`config.mk`:
```
export PLATFORM = sky130hd
export DESIGN_NAME = ygnim_back
export DESIGN_NICKNAME = d
export VERILOG_FILES = /design/src/hdl/ygnim_pkg.sv /design/src/hdl/ygnim_back.sv
export SDC_FILE = /design/constraint.sdc
export NUM_CORES = 2
export LEC_CHECK = 0
export BUFFER_PORTS_ARGS = -buffer_cell sky130_fd_sc_hd__buf_2
export CAP_MARGIN = 15
export CORE_UTILIZATION = 59
export CTS_CLUSTER_DIAMETER = 40
export DETAILED_ROUTE_END_ITERATION = 7
export PLACE_DENSITY = 0.84
export SYNTH_ARGS = -nofsm -noshare
export SYNTH_HDL_FRONTEND = slang
export SYNTH_SLANG_ARGS = --single-unit
```
`constraint.sdc`:
```
create_clock -name clk -period 7.3 [get_ports clk]
set_input_delay 1.46 -clock clk [delete_from_list [all_inputs] [get_ports clk]]
set_output_delay 1.46 -clock clk [all_outputs]
set_load 0.03 [all_outputs]
```
`src/hdl/ygnim_pkg.sv`:
```
// Shared types and constants of the Yee grid nearest index map.
`default_nettype none
package ygnim_pkg;

  localparam int ROW_W      = 33;
  localparam int SIZE_W     = 11;
  localparam int OFFS_W     = 30;
  localparam int MODE_W     = 2;
  localparam int COL_W      = 32;
  localparam int CFG_IDX_W  = 3;
  localparam int CFG_DATA_W = 30;
  localparam int NUM_COMP   = 3;
  localparam int COMP_W     = 2;
  localparam int FIFO_DEPTH = 4;
  localparam int FIFO_PTR_W = 2;
  localparam int MODE_SLAB  = 0;
  localparam int MODE_ANISO = 1;

  typedef enum logic [CFG_IDX_W-1:0] {
    REG_YEE_X  = 3'd0,
    REG_YEE_Y  = 3'd1,
    REG_YEE_Z  = 3'd2,
    REG_DATA_X = 3'd3,
    REG_DATA_Y = 3'd4,
    REG_DATA_Z = 3'd5,
    REG_OFFS   = 3'd6,
    REG_MODE   = 3'd7
  } reg_idx_t;

  typedef struct packed {
    logic [SIZE_W-1:0] yee_x;
    logic [SIZE_W-1:0] yee_y;
    logic [SIZE_W-1:0] yee_z;
    logic [SIZE_W-1:0] data_x;
    logic [SIZE_W-1:0] data_y;
    logic [SIZE_W-1:0] data_z;
    logic [OFFS_W-1:0] offsets;
    logic [MODE_W-1:0] mode;
  } cfg_t;

  typedef struct packed {
    logic              zero_size;
    logic [SIZE_W-1:0] ix;
    logic [SIZE_W-1:0] iy;
    logic [SIZE_W-1:0] iz;
    logic [COMP_W-1:0] ic;
  } coord_t;

endpackage
`default_nettype wire

```
`src/hdl/ygnim_back.sv`:
```
// Back part: box check, offset removal and column arithmetic.
`default_nettype none
module ygnim_back import ygnim_pkg::*; #(
  parameter int DIM_BITS = 10
) (
  input  logic             clk,
  input  logic             rst_n,
  input  cfg_t             cfg,
  input  logic             item_valid,
  input  coord_t           item,
  output logic             pop,
  input  logic             out_ready,
  output logic             out_valid,
  output logic             has_entry,
  output logic [COL_W-1:0] column_index
);

  localparam int OW = 3 * DIM_BITS;
  localparam int CW = ((DIM_BITS > SIZE_W) ? DIM_BITS : SIZE_W) + 1;

  logic [OW-1:0]       offs_all;
  logic [DIM_BITS-1:0] off_x, off_y, off_z;
  logic [CW-1:0]       dx, dy, dz;
  logic                ok_x, ok_y, ok_z, en;

  logic                a_valid_r, a_hit_r;
  logic [SIZE_W-1:0]   a_xd_r, a_yd_r, a_zd_r;
  logic [COMP_W-1:0]   a_ic_r;
  logic                b_valid_r, b_hit_r;
  logic [2*SIZE_W-1:0] b_id_r;
  logic [SIZE_W-1:0]   b_zd_r;
  logic [COMP_W-1:0]   b_ic_r;
  logic                c_valid_r, c_hit_r;
  logic [COL_W-1:0]    c_id_r;
  logic [COMP_W-1:0]   c_ic_r;
  logic [3*SIZE_W:0]   id_full;
  logic [2*SIZE_W-1:0] volxy_r;
  logic [3*SIZE_W:0]   vol_full;
  logic [COL_W-1:0]    vol_r, icvol, col;
  logic                out_valid_r, has_entry_r;
  logic [COL_W-1:0]    column_r;

  if (OW > OFFS_W) begin : g_offs_wide
    assign offs_all = {{(OW-OFFS_W){1'b0}}, cfg.offsets};
  end else begin : g_offs_narrow
    assign offs_all = cfg.offsets[OW-1:0];
  end

  assign off_x = offs_all[DIM_BITS-1:0];
  assign off_y = offs_all[2*DIM_BITS-1:DIM_BITS];
  assign off_z = offs_all[3*DIM_BITS-1:2*DIM_BITS];

  assign dx   = CW'(item.ix) - CW'(off_x);
  assign dy   = CW'(item.iy) - CW'(off_y);
  assign dz   = CW'(item.iz) - CW'(off_z);
  assign ok_x = !dx[CW-1] && (dx < CW'(cfg.data_x));
  assign ok_y = !dy[CW-1] && (dy < CW'(cfg.data_y));
  assign ok_z = !dz[CW-1] && (dz < CW'(cfg.data_z));

  assign en  = !out_valid_r || out_ready;
  assign pop = en && item_valid;

  assign id_full  = (3*SIZE_W+1)'(b_id_r * cfg.data_z) + (3*SIZE_W+1)'(b_zd_r);
  assign vol_full = (3*SIZE_W+1)'(volxy_r * cfg.data_z);

  always_comb begin
    case (c_ic_r)
      2'd1:    icvol = vol_r;
      2'd2:    icvol = {vol_r[COL_W-2:0], 1'b0};
      default: icvol = '0;
    endcase
  end

  assign col = c_id_r + (cfg.mode[MODE_ANISO] ? icvol : '0);

  always_ff @(posedge clk) begin
    volxy_r <= cfg.data_x * cfg.data_y;
    vol_r   <= cfg.mode[MODE_SLAB] ? COL_W'(volxy_r) : vol_full[COL_W-1:0];
  end

  always_ff @(posedge clk) begin
    if (!rst_n) begin
      a_valid_r   <= 1'b0;
      b_valid_r   <= 1'b0;
      c_valid_r   <= 1'b0;
      out_valid_r <= 1'b0;
    end else if (en) begin
      a_valid_r   <= item_valid;
      b_valid_r   <= a_valid_r;
      c_valid_r   <= b_valid_r;
      out_valid_r <= c_valid_r;
    end
  end

  always_ff @(posedge clk) begin
    if (en) begin
      a_hit_r     <= !item.zero_size && ok_x && ok_y && ok_z;
      a_xd_r      <= dx[SIZE_W-1:0];
      a_yd_r      <= dy[SIZE_W-1:0];
      a_zd_r      <= dz[SIZE_W-1:0];
      a_ic_r      <= item.ic;
      b_hit_r     <= a_hit_r;
      b_id_r      <= (2*SIZE_W)'(a_xd_r * cfg.data_y) + (2*SIZE_W)'(a_yd_r);
      b_zd_r      <= a_zd_r;
      b_ic_r      <= a_ic_r;
      c_hit_r     <= b_hit_r;
      c_id_r      <= cfg.mode[MODE_SLAB] ? COL_W'(b_id_r) : id_full[COL_W-1:0];
      c_ic_r      <= b_ic_r;
      has_entry_r <= c_hit_r;
      column_r    <= c_hit_r ? col : '0;
    end
  end

  assign out_valid    = out_valid_r;
  assign has_entry    = has_entry_r;
  assign column_index = column_r;

endmodule
`default_nettype wire

```
Word-level counts from Yosys, hierarchy flattened
Index checks and enable logic that the tools add are counted.

operators by class
  add/subtract/negate cells = 6
  multipliers = 4
  $lt $le $gt $ge = 3
  eq/ne operators = 2
  mux-type cells = 4
  reductions and logical operators = 13

operators by type and width
  cell                count
  $mul 22x11->32      2
  $pmux 32 s2         1
  $mul 11x11->22      2
  $mux 22             2
  $lt 12x11->1        3
  $sub 11x10->12      3
  $add 32x11->32      1
  $add 32x32->32      1
  $mux 32             1
  $add 22x11->22      1
  $logic_and 1x1->1   7
  $logic_not 1->1     5
  $eq 2x1->1 const B  1
  $eq 2x2->1 const B  1
  $logic_or 1x1->1    1

word-level totals
  register bits = 198
  input port bits = 138
  output and inout port bits = 35
  word-level logic and storage cells = 54

Depth between registers and ports, before layout
  word-level depth = 6
  depth in mapped cells = 22

Worst setup path before layout
OpenSTA, ideal clock, no wires.

  path type = input port to output port
  from = input out_ready
  to = output pop
  data arrival time = 6,161 ps
  data required time = 5,840 ps
  setup slack = -321 ps
  stages on the path = 3
  path through = nand2b_1 clkbuf_1 and2_1

on the way
  longest elaborated chain between the ends = 2

ends and longest elaborated chain
  element            line              source
  start, declared    ygnim_back.sv:12  input logic out_ready,
  $logic_or 1x1->1   ygnim_back.sv:60  assign en = !out_valid_r || out_ready;
  $logic_and 1x1->1  ygnim_back.sv:61  assign pop = en && item_valid;
  end, declared      ygnim_back.sv:11  output logic pop,

No other way between the ends.

Worst setup path after layout
  from = input cfg[38] (netlist name)
  to = register c_id_r[31] (data pin)

on the way
  longest elaborated chain between the ends = 2

ends and longest elaborated chain
  element               line               source
  start, declared       ygnim_back.sv:8    input cfg_t cfg,
  $mul 22x11->32        ygnim_back.sv:63   assign id_full = (3*SIZE_W+1)'(b_id_r * cfg.data_z) + (3*SIZE_W+1)'(b_zd_r);
  $add 32x11->32        ygnim_back.sv:63
  end signal, assigned  ygnim_back.sv:107  c_id_r <= cfg.mode[MODE_SLAB] ? COL_W'(b_id_r) : id_full[COL_W-1:0];
  end, declared         ygnim_back.sv:34   logic [COL_W-1:0] c_id_r;

No other way between the ends.
A chain may end at the register's enable or synchronous reset.

==> impl_results.md <==
* Status: complete, no violations
* DRT iter0 DRCs at 1946
* Detailed Route WL at 80.1 mm
* Synthesized net count at 4798
* Synth unique cells at 72
* DRC violations left at 0
* Port Buffers at 139
* Postcts setup bufs at 0
* Worst reg-to-reg setup slack at 1430 ps
* Reg-to-Reg End: c_id_r[24]
* Clk sinks at 198
* Vias in the first global route at 26595
* Cell area after synthesis at 33800 um^2
* Largest net degree at the start of global routing at 99
* CTS Buf Count at 17
* Hold_buf cts at 0
* Clock Skews at 16.5 ps
* Post-synth EDFFs at 140
* First-pass GRT wire length at 133 mm
* Synth warn at 0
* Max-slew violation count at 0
* Min Tclk post-route at 6620 ps
* WL per Instance at 17.6 um
* CTS Buffer Depth at 2
* Setup CP Type: in2reg
* Unrepaired setup endpoints after global routing: no
* Worst Path Required at 7520 ps
* Post-Syn Instances at 3758
* Placer Congestion at 0.963
* P&R area growth vs syn at 6.03%
* R2R depth at 18
* Nets@finish at 4831
* Global-route usage over all layers at 29.5%
* Register area share after synthesis at 15.9%
* Die ar. at 58200 um^2
* Pre-Repair DR Iteration Count at 6
* # H-tree levels at 4
* Maximum Capacitance Violations at 0
* Worst slew pin tran at 1010 ps
* Total gr overflow at 0
* Hold Path Sink: b_ic_r[0]
* Total number of vias at 25793
* Post-CTS Resized at 0
* Worst Setup End Kind: flip-flop
* Fin crit share at 90.7%
* Die X-Extent at 241 um
* Worst Setup Start Kind: primary input
* Clk slew on worst S/H paths at 70 ps
* Dominant synthesized flop cell: edfxtp_1
* Rows at 87
* Core Area at 56500 um^2
* Fmax at 151 MHz
* Top Ports at 173
* CTS root buf: clkbuf_16
* Clk_lat worst skew at 500 ps
* Vias per cell at 5.66
* Relative slew margins at 32.8%
* Crit-path max FO at 19
* Syn Area/Cell at 8.99 um^2
* HPWL after detailed placement at 65.3 mm
* Min-delay src: a_ic_r[0]
* Seq cells post-synth at 198
* Initial core utilization at 59.8%
* Hold Crit Class: reg2reg
* Layout cells sized above 1 at 6.52%
* Initial antenna violation count at 4
* Arrival @ worst endpoint at 6840 ps
* R2r startpoint: b_id_r[9]
* Finish-stage setup viols at 0
* CTS tree: built
* Die Span Y at 241 um
* Hold Vio Cnt, Final at 0
* Async SR Flop Fraction at 0%
* Hold depth at 0
* Setup TNS at 0 ps
* DRT antenna net count at 0
==> routing by layer <==
| layer | track usage [%] | wire length, um | vias to the layer above |
|---|---|---|---|
| li1 | - | - | 11773 |
| met1 | 37.4 | 32100 | 12630 |
| met2 | 49.1 | 37900 | 1141 |
| met3 | 5.26 | 6430 | 243 |
| met4 | 13.6 | 3550 | 6 |
| met5 | 0 | 39 | - |
==> worst max-delay path by stage <==
| stage | from | endpoint | slack, ps | depth (start not counted) |
|---|---|---|---|---|
| 2_1_floorplan | cfg[34] | c_id_r[28] | 670 | 21 |
| 3_3_place_gp | cfg[38] | c_id_r[31] | 260 | 20 |
| 3_5_place_dp | cfg[38] | c_id_r[28] | 220 | 20 |
| 4_1_cts | cfg[38] | c_id_r[28] | 770 | 19 |
| 5_1_grt | cfg[38] | c_id_r[25] | 390 | 21 |
| 6_report | cfg[38] | c_id_r[31] | 680 | 20 |
==> cell families (layout without fill, tap and decap cells) <==
| logic type | Yosys count | after routing | synth area share [%] |
|---|---|---|---|
| compound gates | 471 | 471 | 9.12 |
| mux | 13 | 13 | 0.419 |
| buf+inv | 913 | 959 | 10.2 |
| other cells | 0 | 1 | 0 |
| fa+ha+maj | 902 | 902 | 45.5 |
| flops | 198 | 198 | 15.9 |
| xor+xnor | 142 | 142 | 3.68 |
| simple gates | 1119 | 1119 | 15.3 |
==> synth_stat cells, types with 9 or more instances <==
master / number / area (um^2)
a211oi_1: 23 / 173
a21o_1: 58 / 435
a21oi_1: 121 / 606
a22oi_1: 31 / 233
and2_1: 256 / 1600
and3_1: 11 / 68.8
clkbuf_1: 162 / 608
dfxtp_1: 58 / 1160
edfxtp_1: 140 / 4200
fa_1: 542 / 10900
ha_1: 360 / 4500
inv_1: 739 / 2770
mux2_2: 9 / 101
nand2_1: 524 / 1970
nand2b_1: 11 / 68.8
nand3_1: 27 / 135
nand4_1: 10 / 62.6
nor2_1: 202 / 758
nor2b_1: 24 / 150
nor3_1: 28 / 140
o21a_1: 27 / 203
o21ai_0: 78 / 390
o21ai_1: 27 / 135
o21bai_1: 17 / 128
xnor2_1: 83 / 727
xor2_1: 59 / 517
==> metrics by stage <==
| step | std cells | area (um^2) | hold slack [ps] | util, % | setup WS (ps) |
|---|---|---|---|---|---|
| 2_1_floorplan | 3758 | 33800 | 400 | - | 673 |
| 3_3_place_gp | 4528 | 35200 | 400 | 62.3 | 257 |
| 3_5_place_dp | 4528 | 35200 | 405 | 62.3 | 221 |
| 4_1_cts | 4560 | 35800 | 418 | 63.4 | 771 |
| 5_1_grt | 4561 | 35800 | 425 | 63.4 | 395 |
| 6_report | 4561 | 35800 | 415 | 63.4 | 678 |
==> layout make-up <==
cell class	instances	area, um^2
tap	756	946
sequential	198	5370
inverter	743	2790
fill	4556	20700
timing repair buffer	184	1110
antenna	1	2.50
clock inverter	11	130
multi-input combinational	2647	25000
clock buffer	21	493
==> layout by cell type (no fill, tap or decap), drive strengths merged, types with 9 or more instances in the layout <==
cell	Yosys	layout
o21ai	105	105
clkinv	4	10
a22oi	31	31
and2	256	256
xnor2	83	83
nor3	29	29
clkbuf	162	21
ha	360	360
nand2b	11	11
a21o	58	58
nor2b	24	24
o21bai	17	17
dfxtp	58	58
nand4	10	10
o21a	27	27
nand3	27	27
nor2	202	202
a211oi	27	27
buf	8	184
and3	11	11
inv	739	743
edfxtp	140	140
nand2	524	524
mux2	9	9
a31oi	9	9
a21oi	124	124
fa	542	542
xor2	59	59
==> flip-flops by register name (all words and copies together), names as in the netlist <==
signal        count
c_id_r           32
column_index     32
vol_r            32
b_id_r           22
volxy_r          22
a_xd_r           11
a_yd_r           11
a_zd_r           11
b_zd_r           11
a_ic_r            2
b_ic_r            2
c_ic_r            2
a_hit_r           1
a_valid_r         1
b_hit_r           1
b_valid_r         1
c_hit_r           1
c_valid_r         1
has_entry         1
out_valid         1
==> critical path: stages <==
cell,delay [ps]
buf_2,440
buf_4,320
nand2_1,100
fa_1,540
inv_1,70
fa_1,460
fa_1,530
fa_1,510
inv_1,50
fa_1,470
inv_1,40
ha_1,370
and4_1,250
nand3_1,100
a211oi_2,310
o311ai_1,170
a31o_2,290
a21boi_1,150
xnor2_1,130
nor2_1,50
Power is left out: the tool's default activity adds up to more than one toggle a clock period on the data nets, which glitch-free logic cannot reach.
