<file path="config.mk">
export PLATFORM = sky130hd
export DESIGN_NAME = ygnim_fifo
export DESIGN_NICKNAME = d
export VERILOG_FILES = /design/src/hdl/ygnim_pkg.sv /design/src/hdl/ygnim_fifo.sv
export SDC_FILE = /design/constraint.sdc
export NUM_CORES = 1
export LEC_CHECK = 0
export BUFFER_PORTS_ARGS = -buffer_cell sky130_fd_sc_hd__buf_2
export CELL_PAD_IN_SITES_DETAIL_PLACEMENT = 1
export CELL_PAD_IN_SITES_GLOBAL_PLACEMENT = 2
export CORE_UTILIZATION = 48
export CTS_CLUSTER_SIZE = 25
export DETAILED_ROUTE_END_ITERATION = 8
export PLACE_DENSITY_LB_ADDON = 0.1
export SYNTH_ARGS = -nofsm -noshare
export SYNTH_HDL_FRONTEND = slang
export SYNTH_SLANG_ARGS = --single-unit
</file>
<file path="constraint.sdc">
create_clock -name clk -period 4.8 [get_ports clk]
set_clock_uncertainty 0.1 [all_clocks]
set_input_delay 0.72 -clock clk [delete_from_list [all_inputs] [get_ports clk]]
set_output_delay 0.72 -clock clk [all_outputs]
set_load 0.01 [all_outputs]
</file>
<file path="src/hdl/ygnim_pkg.sv">
// Shared types and constants of the Yee grid nearest index map.
`default_nettype none
package ygnim_pkg;

  localparam int ROW_W      = 33;
  localparam int SIZE_W     = 11;
  localparam int OFFS_W     = 30;
  localparam int MODE_W     = 2;
  localparam int COL_W      = 32;
  localparam int CFG_IDX_W  = 3;
  localparam int CFG_DATA_W = 30;
  localparam int NUM_COMP   = 3;
  localparam int COMP_W     = 2;
  localparam int FIFO_DEPTH = 4;
  localparam int FIFO_PTR_W = 2;
  localparam int MODE_SLAB  = 0;
  localparam int MODE_ANISO = 1;

  typedef enum logic [CFG_IDX_W-1:0] {
    REG_YEE_X  = 3'd0,
    REG_YEE_Y  = 3'd1,
    REG_YEE_Z  = 3'd2,
    REG_DATA_X = 3'd3,
    REG_DATA_Y = 3'd4,
    REG_DATA_Z = 3'd5,
    REG_OFFS   = 3'd6,
    REG_MODE   = 3'd7
  } reg_idx_t;

  typedef struct packed {
    logic [SIZE_W-1:0] yee_x;
    logic [SIZE_W-1:0] yee_y;
    logic [SIZE_W-1:0] yee_z;
    logic [SIZE_W-1:0] data_x;
    logic [SIZE_W-1:0] data_y;
    logic [SIZE_W-1:0] data_z;
    logic [OFFS_W-1:0] offsets;
    logic [MODE_W-1:0] mode;
  } cfg_t;

  typedef struct packed {
    logic              zero_size;
    logic [SIZE_W-1:0] ix;
    logic [SIZE_W-1:0] iy;
    logic [SIZE_W-1:0] iz;
    logic [COMP_W-1:0] ic;
  } coord_t;

endpackage
`default_nettype wire

</file>
<file path="src/hdl/ygnim_fifo.sv">
// Short queue between the front and back parts.
`default_nettype none
module ygnim_fifo import ygnim_pkg::*; (
  input  logic   clk,
  input  logic   rst_n,
  input  logic   push,
  input  coord_t push_data,
  input  logic   pop,
  output coord_t pop_data,
  output logic   full,
  output logic   not_empty
);

  coord_t                mem_r [FIFO_DEPTH];
  logic [FIFO_PTR_W-1:0] wr_r, rd_r;
  logic [FIFO_PTR_W:0]   cnt_r;

  always_ff @(posedge clk) begin
    if (push) begin
      mem_r[wr_r] <= push_data;
    end
  end

  always_ff @(posedge clk) begin
    if (!rst_n) begin
      wr_r  <= '0;
      rd_r  <= '0;
      cnt_r <= '0;
    end else begin
      if (push) begin
        wr_r <= wr_r + 1'b1;
      end
      if (pop) begin
        rd_r <= rd_r + 1'b1;
      end
      if (push && !pop) begin
        cnt_r <= cnt_r + 1'b1;
      end else if (pop && !push) begin
        cnt_r <= cnt_r - 1'b1;
      end
    end
  end

  assign pop_data  = mem_r[rd_r];
  assign full      = cnt_r == (FIFO_PTR_W+1)'(FIFO_DEPTH);
  assign not_empty = cnt_r != '0;

endmodule
`default_nettype wire

</file>
# Word level (Yosys, flattened, before mapping)
# Memories as Yosys holds them, arrays and structs flattened. A register that Yosys moved wholly into a read port is not among the register bits.
# Index checks and enable logic that the tools add are counted.
# totals
regBits	7
ramBits	144
input_bits	40
out_inout_bits	38
elab_cells	21
n_memories	1
# classes
addsub	4
eq_ne	1
mux	6
n_reduce_logical	6
# memory_table
name	depth	width	rd	rd_ports_with_merged_regs	write_ports	line_no	text
mem_r	4	36	1	1	1	ygnim_fifo.sv:14	coord_t mem_r [FIFO_DEPTH];
# ops
cell	count
3-bit two-way mux	2
2-bit by 1-bit adder with 2-bit output, second input constant	2
2-bit two-way mux	2
3-bit by 1-bit adder with 3-bit output, second input constant	1
3-bit equality test, second input constant	1
3-bit nonzero test	1
3-bit by 1-bit subtractor with 3-bit output, second input constant	1
1-bit logical AND	2
1-bit zero test	2
1-bit two-way mux	2
2-bit nonzero test	1

# Depth between registers and ports, before layout
# Gate-level depths: netlist of the first run.
# logic_depth
word_depth	4
depth_mapped	7
ltp_nobuf	7

# Worst setup path before layout of the first run
# No wires, ideal clock.
# synth_path
path_kind	in2reg
start	input push
end	memory mem_r[0][0] in the netlist's numbering, enable pin
t_arrival_ns	1.602
t_required_ns	4.303
setup_slack_ns	2.701
stages	1
path_cell_list	and2_1
# synth_between
elab_chain_len	2
# synth_rtl
item	line_no	text
start, declared	ygnim_fifo.sv:6	input logic push,
1-bit two-way mux	ygnim_fifo.sv:19	if (push) begin
1-bit two-way mux (implied by the code)	ygnim_fifo.sv:20	mem_r[wr_r] <= push_data;
end, declared	ygnim_fifo.sv:14	
# No other way between the ends.

==> results of run 1 <==
[layout by cell type (no fill, tap or decap), types with 2 or more instances in the layout]
cell,count
sky130_fd_sc_hd__clkinv_1,2
sky130_fd_sc_hd__clkinv_2,5
sky130_fd_sc_hd__dfxtp_1,7
sky130_fd_sc_hd__ha_1,5
sky130_fd_sc_hd__xor2_1,3
sky130_fd_sc_hd__mux2i_1,2
sky130_fd_sc_hd__dfxtp_2,2
sky130_fd_sc_hd__and2_1,5
sky130_fd_sc_hd__bufinv_16,3
sky130_fd_sc_hd__nor2b_1,2
sky130_fd_sc_hd__mux4_2,30
sky130_fd_sc_hd__inv_1,4
sky130_fd_sc_hd__and2_2,4
sky130_fd_sc_hd__edfxtp_1,144
sky130_fd_sc_hd__mux4_1,6
sky130_fd_sc_hd__xnor2_1,2
sky130_fd_sc_hd__buf_2,77
sky130_fd_sc_hd__clkbuf_16,17
sky130_fd_sc_hd__clkbuf_1,3
sky130_fd_sc_hd__or3_1,2
[logic make-up (layout without fill, tap and decap cells)]
logic type | Yosys count | after routing | share of synthesized area (%)
mux | 38 | 38 | 15.0
buf+inv | 12 | 113 | 1.87
flops | 153 | 153 | 79.1
simple gates | 15 | 15 | 1.63
fa+ha+maj | 6 | 6 | 1.45
xor+xnor | 5 | 5 | 0.769
compound gates | 2 | 2 | 0.220
[routing by layer]
layer	track usage, %	part of all wire, %
met5	0	0
met3	6.29	4.9
met4	7.47	1.1
met2	27.6	49
met1	22.0	45
[state kept, by name (all words and copies together) (netlist names), named ones only]
signal	flops
wr_r	2
cnt_r	3
rd_r	2
mem_r	144
[critical path: cells and delay by family, from the launching register on]
| family | cells | cell delay (ns) |
|---|---|---|
| muxes | 1 | 0.61 |
| buffers and inverters | 2 | 0.60 |
| DFF | 1 | 0.81 |
[worst max path at each step]
| stage | end | from | slack, ns | depth (start not counted) |
|---|---|---|---|---|
| finish | pop_data[32] | register | 1.53 | 3 |
| global route | pop_data[32] | register | 1.34 | 3 |
| CTS | pop_data[32] | register | 1.43 | 3 |
| detailed placement | pop_data[32] | register | 1.92 | 3 |
| global placement | pop_data[32] | register | 1.89 | 3 |
| floorplan | mem_r[0][0]$_DFFE_PP_ | push | 2.70 | 1 |
[final cells by class]
class	instances	area [sq um]
Clock inverter	11	130
Clock buffer	20	437
Inverter	4	15.0
Sequential cell	153	4510
Tap cell	143	179
Fill cell	969	4720
Timing Repair Buffer	78	393
Multi-Input combinational cell	66	1090
[per-stage QoR]
step | setup WS (ns) | hold WS [ns]
floorplan | 2.70 | 0.367
global placement | 1.89 | 0.383
detailed placement | 1.92 | 0.405
CTS | 1.43 | 0.396
global route | 1.34 | 0.398
finish | 1.53 | 0.405
[report_power, final]
group / switching (mW) / leakage, nW / internal, mW
clock: 0.474 / 0.278 / 0.804
sequential: 0.0400 / 1.40 / 1.53
combinational: 0.129 / 0.661 / 0.131
total: 0.643 / 2.34 / 2.47
==> out/summary.md, run 1 <==
• register to register — type of the most critical hold path
• sky130_fd_sc_hd__edfxtp_1 — most used standard cell by instance count after synthesis
• mem_r[0][30]$_DFFE_PP_ — Critical R2R Capture
• 21 — largest driver fanout on the critical path
• 0.41 ns — Worst-Skew Late Latency
• buf_4 -> mux4_1 -> buf_2 — sequence of cells on the critical path
• 0 — number of violations of the max-capacitance limit
• sky130_fd_sc_hd__edfxtp_1 — most instantiated flip-flop cell in the synthesis netlist
• 3.27 ns — time the final worst path needs with I/O delays and setup
• 9720 microns — total wire length after detailed routing
• 2806 — via count of the first global-routing pass
• 0 ns — aggregate negative setup slack
• 4 — # H-tree levels
• 2 — CTS Buffer Depth
• 0 — number of slew-limit violations in the final report
• 20.5 microns — average detailed-routed wire length per instance
• 153 — Sink Count
• 1.01 ns — actual slew at the worst max-slew pin
• 2535 — total number of vias
• sky130_fd_sc_hd__dfxtp_2 — library cell contributing the largest single delay on the critical path
• 3 — worst reg-to-reg path cell count
• 49.7% — effective utilization at floorplan
• 0 — final count of hold timing violations
• 32.4% — Slew Limit Headroom
• sky130_fd_sc_hd__clkbuf_16 — master cell of the clock root buffer
• 0.00570 sq mm — Post-Syn Area
• 0 — final number of setup-violating endpoints
• 3.98 ns — required time reported for the critical path endpoint
• 2 — number of cells traversed by the worst hold path
• 18.5% — Area growth syn-to-layout
• 231 — number of cells produced by synthesis
• 37 — largest net degree at the start of global routing
• 77 — count of input and output buffers
• 306 MHz — peak clock frequency supported by timing
• 24.7 sq um — Mapped Avg Cell Area
• 366 — number of nets in the layout
• 15400 microns — global-route wire length before repair
• 111 microns — die boundary width
• 78 — number of I/O pins
• 58.9% — final core area utilization
• 0 — Ys Warns
• 0.000265 V — highest ir drop seen on vdd
• 0.06 ns — clock edge transition at the registers on the reported setup and hold paths
• 21 — count of cell types in the netlist
• 0 — CTS Hold Bufs
• cnt_r[2]$_SDFFE_PN0P_ — end point of the most critical hold path
• 5720 microns — half-perimeter wire length after detailed placement
• done — CTS tree
• 461 mW/mm^2 — total power density per cell area
• 277 — post-synthesis net count
• 42.2% — ratio of cells with drive above 1 in the final layout
• 0.0115 sq mm — area of the core
• 0.81 ns — Critical Path Max Stage Delay
• 2.91 ns — slack of the worst reg-to-reg path
• 0 — setup fix buffers added after clock tree synthesis
• 0 — total gr overflow
• 0.00618 sq mm — total cell area at the placement stage
• 17 — CTS buffer count
• 0.678 — global placer's final weighted congestion
• 0 — number of antenna-violating nets in the routed design
• 0 — number of design rule violations left after detail routing
• cnt_r[2]$_SDFFE_PN0P_ — start point of the worst min-delay path
• 144 — Post-synth EDFFs
• finished, final reports clean — result of the run
• 0 — number of antenna violations at the first check in global routing
• sky130_fd_sc_hd__edfxtp_1 (76%), sky130_fd_sc_hd__mux4_2 (12%), sky130_fd_sc_hd__dfxtp_1 (3.2%) — Synth area leaders
• 0.00675 sq mm — summed area of non-filler cells in the final layout
• register to output pin — category of the critical setup timing path
• 2.45 ns — data arrival time of the worst path
• 0% — fraction of registers with async set or reset after synthesis
• 0.0123 sq mm — die area
• 2.34 nW — leakage
• 475 — non-filler instance count after layout
• 68.2% — part of the cycle the worst path needs
• 153 — count of state elements after synthesis
• 3.11 mW — power after layout
• 94 — DRT iter0 DRCs
• 444 — Post-Place Cells
• 75.9% — share of Yosys cell area claimed by the top area cell type
• 111 microns — y dimension of the die
• 79.1% — sequential element share of the synthesized area
• output pin — sort of element at the end of the critical path
• 39 — # rows
• wr_r[0]$_SDFFE_PN0P_ — beginning of the worst register-to-register path
• sky130_fd_sc_hd__edfxtp_1 (144), sky130_fd_sc_hd__mux4_2 (30), sky130_fd_sc_hd__and2_1 (9), sky130_fd_sc_hd__dfxtp_1 (9), sky130_fd_sc_hd__mux4_1 (6) — list of most frequent post-synthesis cells
• sky130_fd_sc_hd__edfxtp_1 — biggest area consumer among synthesized cells
• 17.5% — aggregate global-route resource usage
• no — setup repair after global routing missed its margin
• register — nature of the critical path startpoint
• 4 — detailed-router iteration count before antenna repair
• 0 — antenna cell count
• 0 — post-CTS sizing
• 5.34 — post-detailed-route via-to-cell ratio
Note: power is estimated with default switching activity, not from simulation.
==> run 2: changes to the inputs <==
--- a/config.mk
+++ b/config.mk
@@ -8,7 +8,7 @@
 export BUFFER_PORTS_ARGS = -buffer_cell sky130_fd_sc_hd__buf_2
 export CELL_PAD_IN_SITES_DETAIL_PLACEMENT = 1
 export CELL_PAD_IN_SITES_GLOBAL_PLACEMENT = 2
-export CORE_UTILIZATION = 48
+export CORE_UTILIZATION = 44
 export CTS_CLUSTER_SIZE = 25
 export DETAILED_ROUTE_END_ITERATION = 8
 export PLACE_DENSITY_LB_ADDON = 0.1
==> constraint.sdc (replaced) <==
create_clock -name clk -period 3.4 [get_ports clk]
set_clock_uncertainty 0.1 [all_clocks]
set_input_delay 0.51 -clock clk [delete_from_list [all_inputs] [get_ports clk]]
set_output_delay 0.51 -clock clk [all_outputs]
set_load 0.01 [all_outputs]
==> out/summary.md, run 2 (synthesis results as in run 1) <==
• mem_r x144, cnt_r x3 — largest registers
• 0 — final number of setup-violating endpoints, unchanged
• 0 — CTS Hold Bufs, unchanged
• 4 — # H-tree levels, unchanged
• 376 — number of nets in the layout, +2.7%
• register — nature of the critical path startpoint
• 4.60% — GR met3 Demand/Resource, -1.7 points
• 0.678 — global placer's final weighted congestion, +0.10%
• 20 — largest driver fanout on the critical path, -4.8%
• 0.00683 sq mm — summed area of non-filler cells in the final layout, +1.1%
• finished, final reports clean — result of the run
• 19.7 microns — average detailed-routed wire length per instance, -3.8%
• 0 — post-CTS sizing, unchanged
• 2.79 ns — required time reported for the critical path endpoint, -1.19 ns
• 2.37 nW — leakage, +1.4%
• 2 — CTS Buffer Depth, unchanged
• 54.1% — final core area utilization, -4.8 points
• input pin to register — type of the most critical hold path
• 78 — number of I/O pins, unchanged
• 2592 — total number of vias, +2.2%
• sky130_fd_sc_hd__clkbuf_16 — master cell of the clock root buffer
• 144 — flip-flop count of the largest register after layout, unchanged
• 17 — CTS buffer count, unchanged
• 10000 microns — total wire length after detailed routing, +3.3%
• met2 — most crowded layer after global routing
• sky130_fd_sc_hd__edfxtp_1 (144), sky130_fd_sc_hd__buf_2 (77), sky130_fd_sc_hd__mux4_2 (30), sky130_fd_sc_hd__clkbuf_16 (17), sky130_fd_sc_hd__buf_4 (10) — commonest cells after routing, fill and taps aside
• 120 — DRT iter0 DRCs, +28%
• sky130_fd_sc_hd__edfxtp_1 — leading cell type in the layout, fill and taps excluded
• 2697 — via count of the first global-routing pass, -3.9%
• 0 ns — aggregate negative setup slack, unchanged
• no — setup repair after global routing missed its margin
• 4 — detailed-router iteration count before antenna repair, unchanged
• 15000 microns — global-route wire length before repair, -2.9%
• 629 mW/mm^2 — total power density per cell area, +37%
• 1131 — number of filler instances in the final layout, +17%
• 37 — largest net degree at the start of global routing, unchanged
• 0.06 ns — clock edge transition at the registers on the reported setup and hold paths, about the same
• 61.5% — Slew Limit Headroom, +29 points
• 1.98 ns — data arrival time of the worst path, -0.47 ns
• 20.9% — global-route track usage on met1, -1.1 points
• output pin — sort of element at the end of the critical path
• 0.000310 V — highest ir drop seen on vdd, +17%
• 0 — number of slew-limit violations in the final report, unchanged
• 16.3% — aggregate global-route resource usage, -1.2 points
• done — CTS tree
• 0.578 ns — actual slew at the worst max-slew pin, -0.436 ns
• 0 — number of violations of the max-capacitance limit, unchanged
• 0 — final count of hold timing violations, unchanged
• 19.8% — Area growth syn-to-layout
• 41 — # rows, +5.1%
• 0.00631 sq mm — total cell area at the placement stage, +2.0%
• 0 — number of antenna violations at the first check in global routing, unchanged
• 386 MHz — peak clock frequency supported by timing
• 0.0126 sq mm — area of the core, +10%
• 25.7% — GRT met2 Usage, -1.9 points
• 0.0134 sq mm — die area, +8.9%
• 0 — setup fix buffers added after clock tree synthesis, unchanged
• 116 microns — die boundary width, +4.4%
• 45.1% — effective utilization at floorplan, -4.5 points
• 42.9% — ratio of cells with drive above 1 in the final layout, +0.73 points
• mem_r — register containing the most flip-flops in the final layout
• 0.41 ns — Worst-Skew Late Latency, about the same
• 77 — count of input and output buffers, unchanged
• 0 — number of antenna-violating nets in the routed design, unchanged
• 0 — number of design rule violations left after detail routing, unchanged
• 2.59 ns — time the final worst path needs with I/O delays and setup
• 0 — total gr overflow, unchanged
• 153 — Sink Count, unchanged
• 0 — antenna cell count, unchanged
• 5.08 — post-detailed-route via-to-cell ratio, -4.8%
• 76.1% — part of the cycle the worst path needs
• 116 microns — y dimension of the die, +4.4%
• register to output pin — category of the critical setup timing path
• 6350 microns — half-perimeter wire length after detailed placement, +11%
run 2: cell count changes in the layout (fill, tap and decap cells not counted), sizes merged:
| cell | delta |
|---|---|
| clkinvlp | -1 |
| buf | +10 |
| bufinv | -1 |
| clkinv | -2 |
run 2: path summary, 6_finish.rpt:
check / cells after the start / slack [ns] / start / to
worst max-delay path: 3 / 0.81 / register / pop_data[31]
worst min-delay path: 1 / 0.22 / push_data[1] / mem_r[1][1]$_DFFE_PP_
worst max register to register: 4 / 1.64 / wr_r[0]$_SDFFE_PN0P_ / mem_r[0][10]$_DFFE_PP_
worst min register to register: 2 / 0.42 / cnt_r[2]$_SDFFE_PN0P_ / cnt_r[2]$_SDFFE_PN0P_
run 2: per-stage QoR:
stage	worst slack (ns)	total power [mW]	cells	hold WS [ns]
2_1_floorplan	1.48	2.48	231	0.367
3_3_place_gp	1.22	2.64	483	0.395
3_5_place_dp	1.19	2.65	483	0.411
4_1_cts	0.750	4.35	510	0.193
5_1_grt	0.716	4.44	510	0.202
6_report	0.811	4.30	510	0.215
run 2: layout make-up:
class / instances / area [sq um] / share of cell area (%)
flip-flops and latches: 153 / 4510 / 66.0
multi-input cells: 66 / 1090 / 16.0
repair buffers: 88 / 480 / 7.04
clock buffers: 20 / 437 / 6.40
well taps: 172 / 215 / 3.15
clock inverters: 7 / 81.3 / 1.19
inverters: 4 / 15.0 / 0.220
run 2: metal layers:
layer,wire (microns),up-vias
li1,-,1164
met1,4510,1340
met2,4950,78
met3,461,10
met4,126,0
met5,0,-
run 2: report_power, final:
group / internal (mW) / leakage (nW) / switching [mW]
Clock: 1.05 / 0.254 / 0.648
Sequential: 2.16 / 1.40 / 0.0403
Combinational: 0.196 / 0.717 / 0.202
Total: 3.41 / 2.37 / 0.890
run 2: worst max-delay path: stages (launching register included):
cell	delay (ns)
sky130_fd_sc_hd__dfxtp_2	0.54
sky130_fd_sc_hd__buf_12	0.26
sky130_fd_sc_hd__mux4_1	0.59
sky130_fd_sc_hd__buf_2	0.16
==> run 3: changes to the inputs <==
--- a/config.mk
+++ b/config.mk
@@ -8,7 +8,7 @@
 export BUFFER_PORTS_ARGS = -buffer_cell sky130_fd_sc_hd__buf_2
 export CELL_PAD_IN_SITES_DETAIL_PLACEMENT = 1
 export CELL_PAD_IN_SITES_GLOBAL_PLACEMENT = 2
-export CORE_UTILIZATION = 44
+export CORE_UTILIZATION = 40
 export CTS_CLUSTER_SIZE = 25
 export DETAILED_ROUTE_END_ITERATION = 8
 export PLACE_DENSITY_LB_ADDON = 0.1
==> constraint.sdc (replaced) <==
create_clock -name clk -period 2.3 [get_ports clk]
set_clock_uncertainty 0.1 [all_clocks]
set_input_delay 0.345 -clock clk [delete_from_list [all_inputs] [get_ports clk]]
set_output_delay 0.345 -clock clk [all_outputs]
set_load 0.01 [all_outputs]
==> out/summary.md, run 3 (synthesis results as in run 1) <==
• finished, final reports clean — result of the run
• 50.0% — final core area utilization, -4.1 points
• 27 — largest net degree at the start of global routing, -27%
• 0 — total gr overflow, unchanged
• mem_r[0][7]$_DFFE_PP_ — end point of the most critical hold path
• buf_4 -> mux4_1 -> buf_2 — sequence of cells on the critical path
• 96.9% — part of the cycle the worst path needs
• sky130_fd_sc_hd__edfxtp_1 (144), sky130_fd_sc_hd__buf_2 (77), sky130_fd_sc_hd__mux4_2 (30), sky130_fd_sc_hd__clkbuf_16 (17), sky130_fd_sc_hd__buf_4 (12) — commonest cells after routing, fill and taps aside
• 10 — largest driver fanout on the critical path, -50%
• 4 — # H-tree levels, unchanged
• sky130_fd_sc_hd__clkbuf_16 — master cell of the clock root buffer
• 4.93 — post-detailed-route via-to-cell ratio, -3.0%
• 2.23 ns — time the final worst path needs with I/O delays and setup
• 0 — number of design rule violations left after detail routing, unchanged
• done — CTS tree
• 16300 microns — global-route wire length before repair, +8.8%
• 71.3% — Slew Limit Headroom, +9.8 points
• input pin to register — type of the most critical hold path
• 162 — DRT iter0 DRCs, +35%
• 1.78 ns — data arrival time of the worst path, -0.20 ns
• 0.0710 ns — post-route setup slack, -0.740 ns
• sky130_fd_sc_hd__edfxtp_1 — leading cell type in the layout, fill and taps excluded
• 10200 microns — total wire length after detailed routing, +1.9%
• 4 — detailed-router iteration count before antenna repair, unchanged
• 17 — CTS buffer count, unchanged
• 0.71 ns — slack of the worst reg-to-reg path, -0.93 ns
• 378 — number of nets in the layout, +0.53%
• 21.8% — Area growth syn-to-layout
• 0 — final count of hold timing violations, unchanged
• 41.0% — effective utilization at floorplan, -4.1 points
• 121 microns — die boundary width, +4.8%
• 0 — number of antenna-violating nets in the routed design, unchanged
• 964 mW/mm^2 — total power density per cell area, +53%
• 1256 — number of filler instances in the final layout, +11%
• sky130_fd_sc_hd__mux4_1 — library cell contributing the largest single delay on the critical path
• register — nature of the critical path startpoint
• 0.364 ns — placement-stage worst setup slack, -0.830 ns
• 0 — number of slew-limit violations in the final report, unchanged
• 4 — worst reg-to-reg path cell count, unchanged
• mem_r x144, cnt_r x3 — largest registers
• 77 — count of input and output buffers, unchanged
• output pin — sort of element at the end of the critical path
• 0 — antenna cell count, unchanged
• 0.60 ns — Critical Path Max Stage Delay, about the same
• 153 — Sink Count, unchanged
• 78 — number of I/O pins, unchanged
• 42.5% — Clock Power Share, +3.0 points
• 1.40 mW — switching power, +57%
• 9.1% — Comb power frac, -0.2 points
• 19.5 microns — average detailed-routed wire length per instance, -0.81%
• 0 — final number of setup-violating endpoints, unchanged
• 1 — number of antenna violations at the first check in global routing, +1
• 48.4% — part of the power in registers, -2.9 points
• yes — setup repair after global routing missed its margin
• 15.6% — aggregate global-route resource usage, -0.65 points
• 0.630 — global placer's final weighted congestion, -7.1%
• mem_r — register containing the most flip-flops in the final layout
• 0.0139 sq mm — area of the core, +10%
• 0.0147 sq mm — die area, +9.8%
• 0.41 ns — Worst-Skew Late Latency, about the same
• 0.000549 V — highest ir drop seen on vdd, +77%
• 5.29 mW — internal power component, +55%
• 449 MHz — peak clock frequency supported by timing
• cnt_r[2]$_SDFFE_PN0P_ — Critical R2R Capture
• 6150 microns — half-perimeter wire length after detailed placement, -3.0%
• cnt_r[0]$_SDFFE_PN0P_ — beginning of the worst register-to-register path
• 2582 — total number of vias, -0.39%
• 1 — number of cells traversed by the worst hold path, unchanged
• 2874 — via count of the first global-routing pass, +6.6%
• 2 — CTS Buffer Depth, unchanged
• 0 — number of violations of the max-capacitance limit, unchanged
• push_data[7] — start point of the worst min-delay path
• 45.1% — ratio of cells with drive above 1 in the final layout, +2.2 points
• register to output pin — category of the critical setup timing path
• 1.86 ns — required time reported for the critical path endpoint, -0.93 ns
• 121 microns — y dimension of the die, +4.8%
• 144 — flip-flop count of the largest register after layout, unchanged
• 43 — # rows, +4.9%
• 0.06 ns — clock edge transition at the registers on the reported setup and hold paths, about the same
• 20.9% — switching power share of the total, +0.21 points
• 2.41 nW — leakage, +1.8%
• 0.431 ns — actual slew at the worst max-slew pin, -0.148 ns
## run 3: cell types whose count changed in the layout (fill, tap and decap cells not counted)
cell and change:
sky130_fd_sc_hd__inv_6 +1, sky130_fd_sc_hd__clkinvlp_4 +4, sky130_fd_sc_hd__clkinv_1 -2, sky130_fd_sc_hd__clkinv_2 +1, sky130_fd_sc_hd__bufinv_16 +2, sky130_fd_sc_hd__clkbuf_1 -2, sky130_fd_sc_hd__buf_4 +2
## run 3: stage by stage
step | total power [mW] | hold slack, ns | instances | setup TNS [ns] | instance area [sq um]
floorplan | 3.67 | 0.344 | 231 | 0 | 5700
global placement | 3.92 | 0.407 | 493 | 0 | 6330
detailed placement | 3.93 | 0.423 | 493 | 0 | 6330
CTS | 6.80 | 0.0248 | 524 | 0 | 6940
global route | 6.96 | 0.0308 | 524 | -0.0719 | 6940
finish | 6.69 | 0.0435 | 524 | 0 | 6940
## run 3: area by class of cell
| type | instances | area [sq um] | share of cell area (%) |
|---|---|---|---|
| flip-flops and latches | 153 | 4510 | 64.9 |
| multi-input cells | 66 | 1090 | 15.7 |
| repair buffers | 90 | 495 | 7.14 |
| clock buffers | 18 | 429 | 6.18 |
| well taps | 180 | 225 | 3.25 |
| clock inverters | 13 | 178 | 2.56 |
| inverters | 4 | 15.0 | 0.216 |
## run 3: how the worst max path moves through the flow
stage / start / endpoint
after floorplan: wr_r[0]$_SDFFE_PN0P_ / mem_r[2][0]$_DFFE_PP_
after global placement: push / cnt_r[2]$_SDFFE_PN0P_
after detailed placement: push / cnt_r[2]$_SDFFE_PN0P_
after CTS: register / pop_data[22]
after global routing: register / pop_data[22]
final: register / pop_data[22]
## run 3: timing repair
item	CTS	global route
hold buffers	0	0
setup buffers	0	0
gates resized for setup	0	0
endpoints found under the setup margin	0	3
hold endpoints to repair	0	0
## run 3: power by group through the flow
| stage | clock network, mW | logic, mW | registers [mW] |
|---|---|---|---|
| after floorplan | 0 | 0.389 | 3.28 |
| after global placement | 0 | 0.628 | 3.29 |
| after detailed placement | 0 | 0.631 | 3.30 |
| after CTS | 2.93 | 0.634 | 3.24 |
| after global routing | 3.02 | 0.681 | 3.25 |
| final | 2.84 | 0.612 | 3.24 |
## run 3: per-layer routing
layer	up-vias	track usage, %	wire (microns)
met2	55	24.6	5090
met3	8	5.26	465
met5	-	0	8
li1	1174	-	-
met4	2	5.09	84
met1	1343	20.3	4590
## run 3: worst max-delay path: cells and delay by family, from the launching register on
kind,cells,cell delay [ns]
muxes,1,0.60
buffers and inverters,2,0.40
DFF,1,0.37
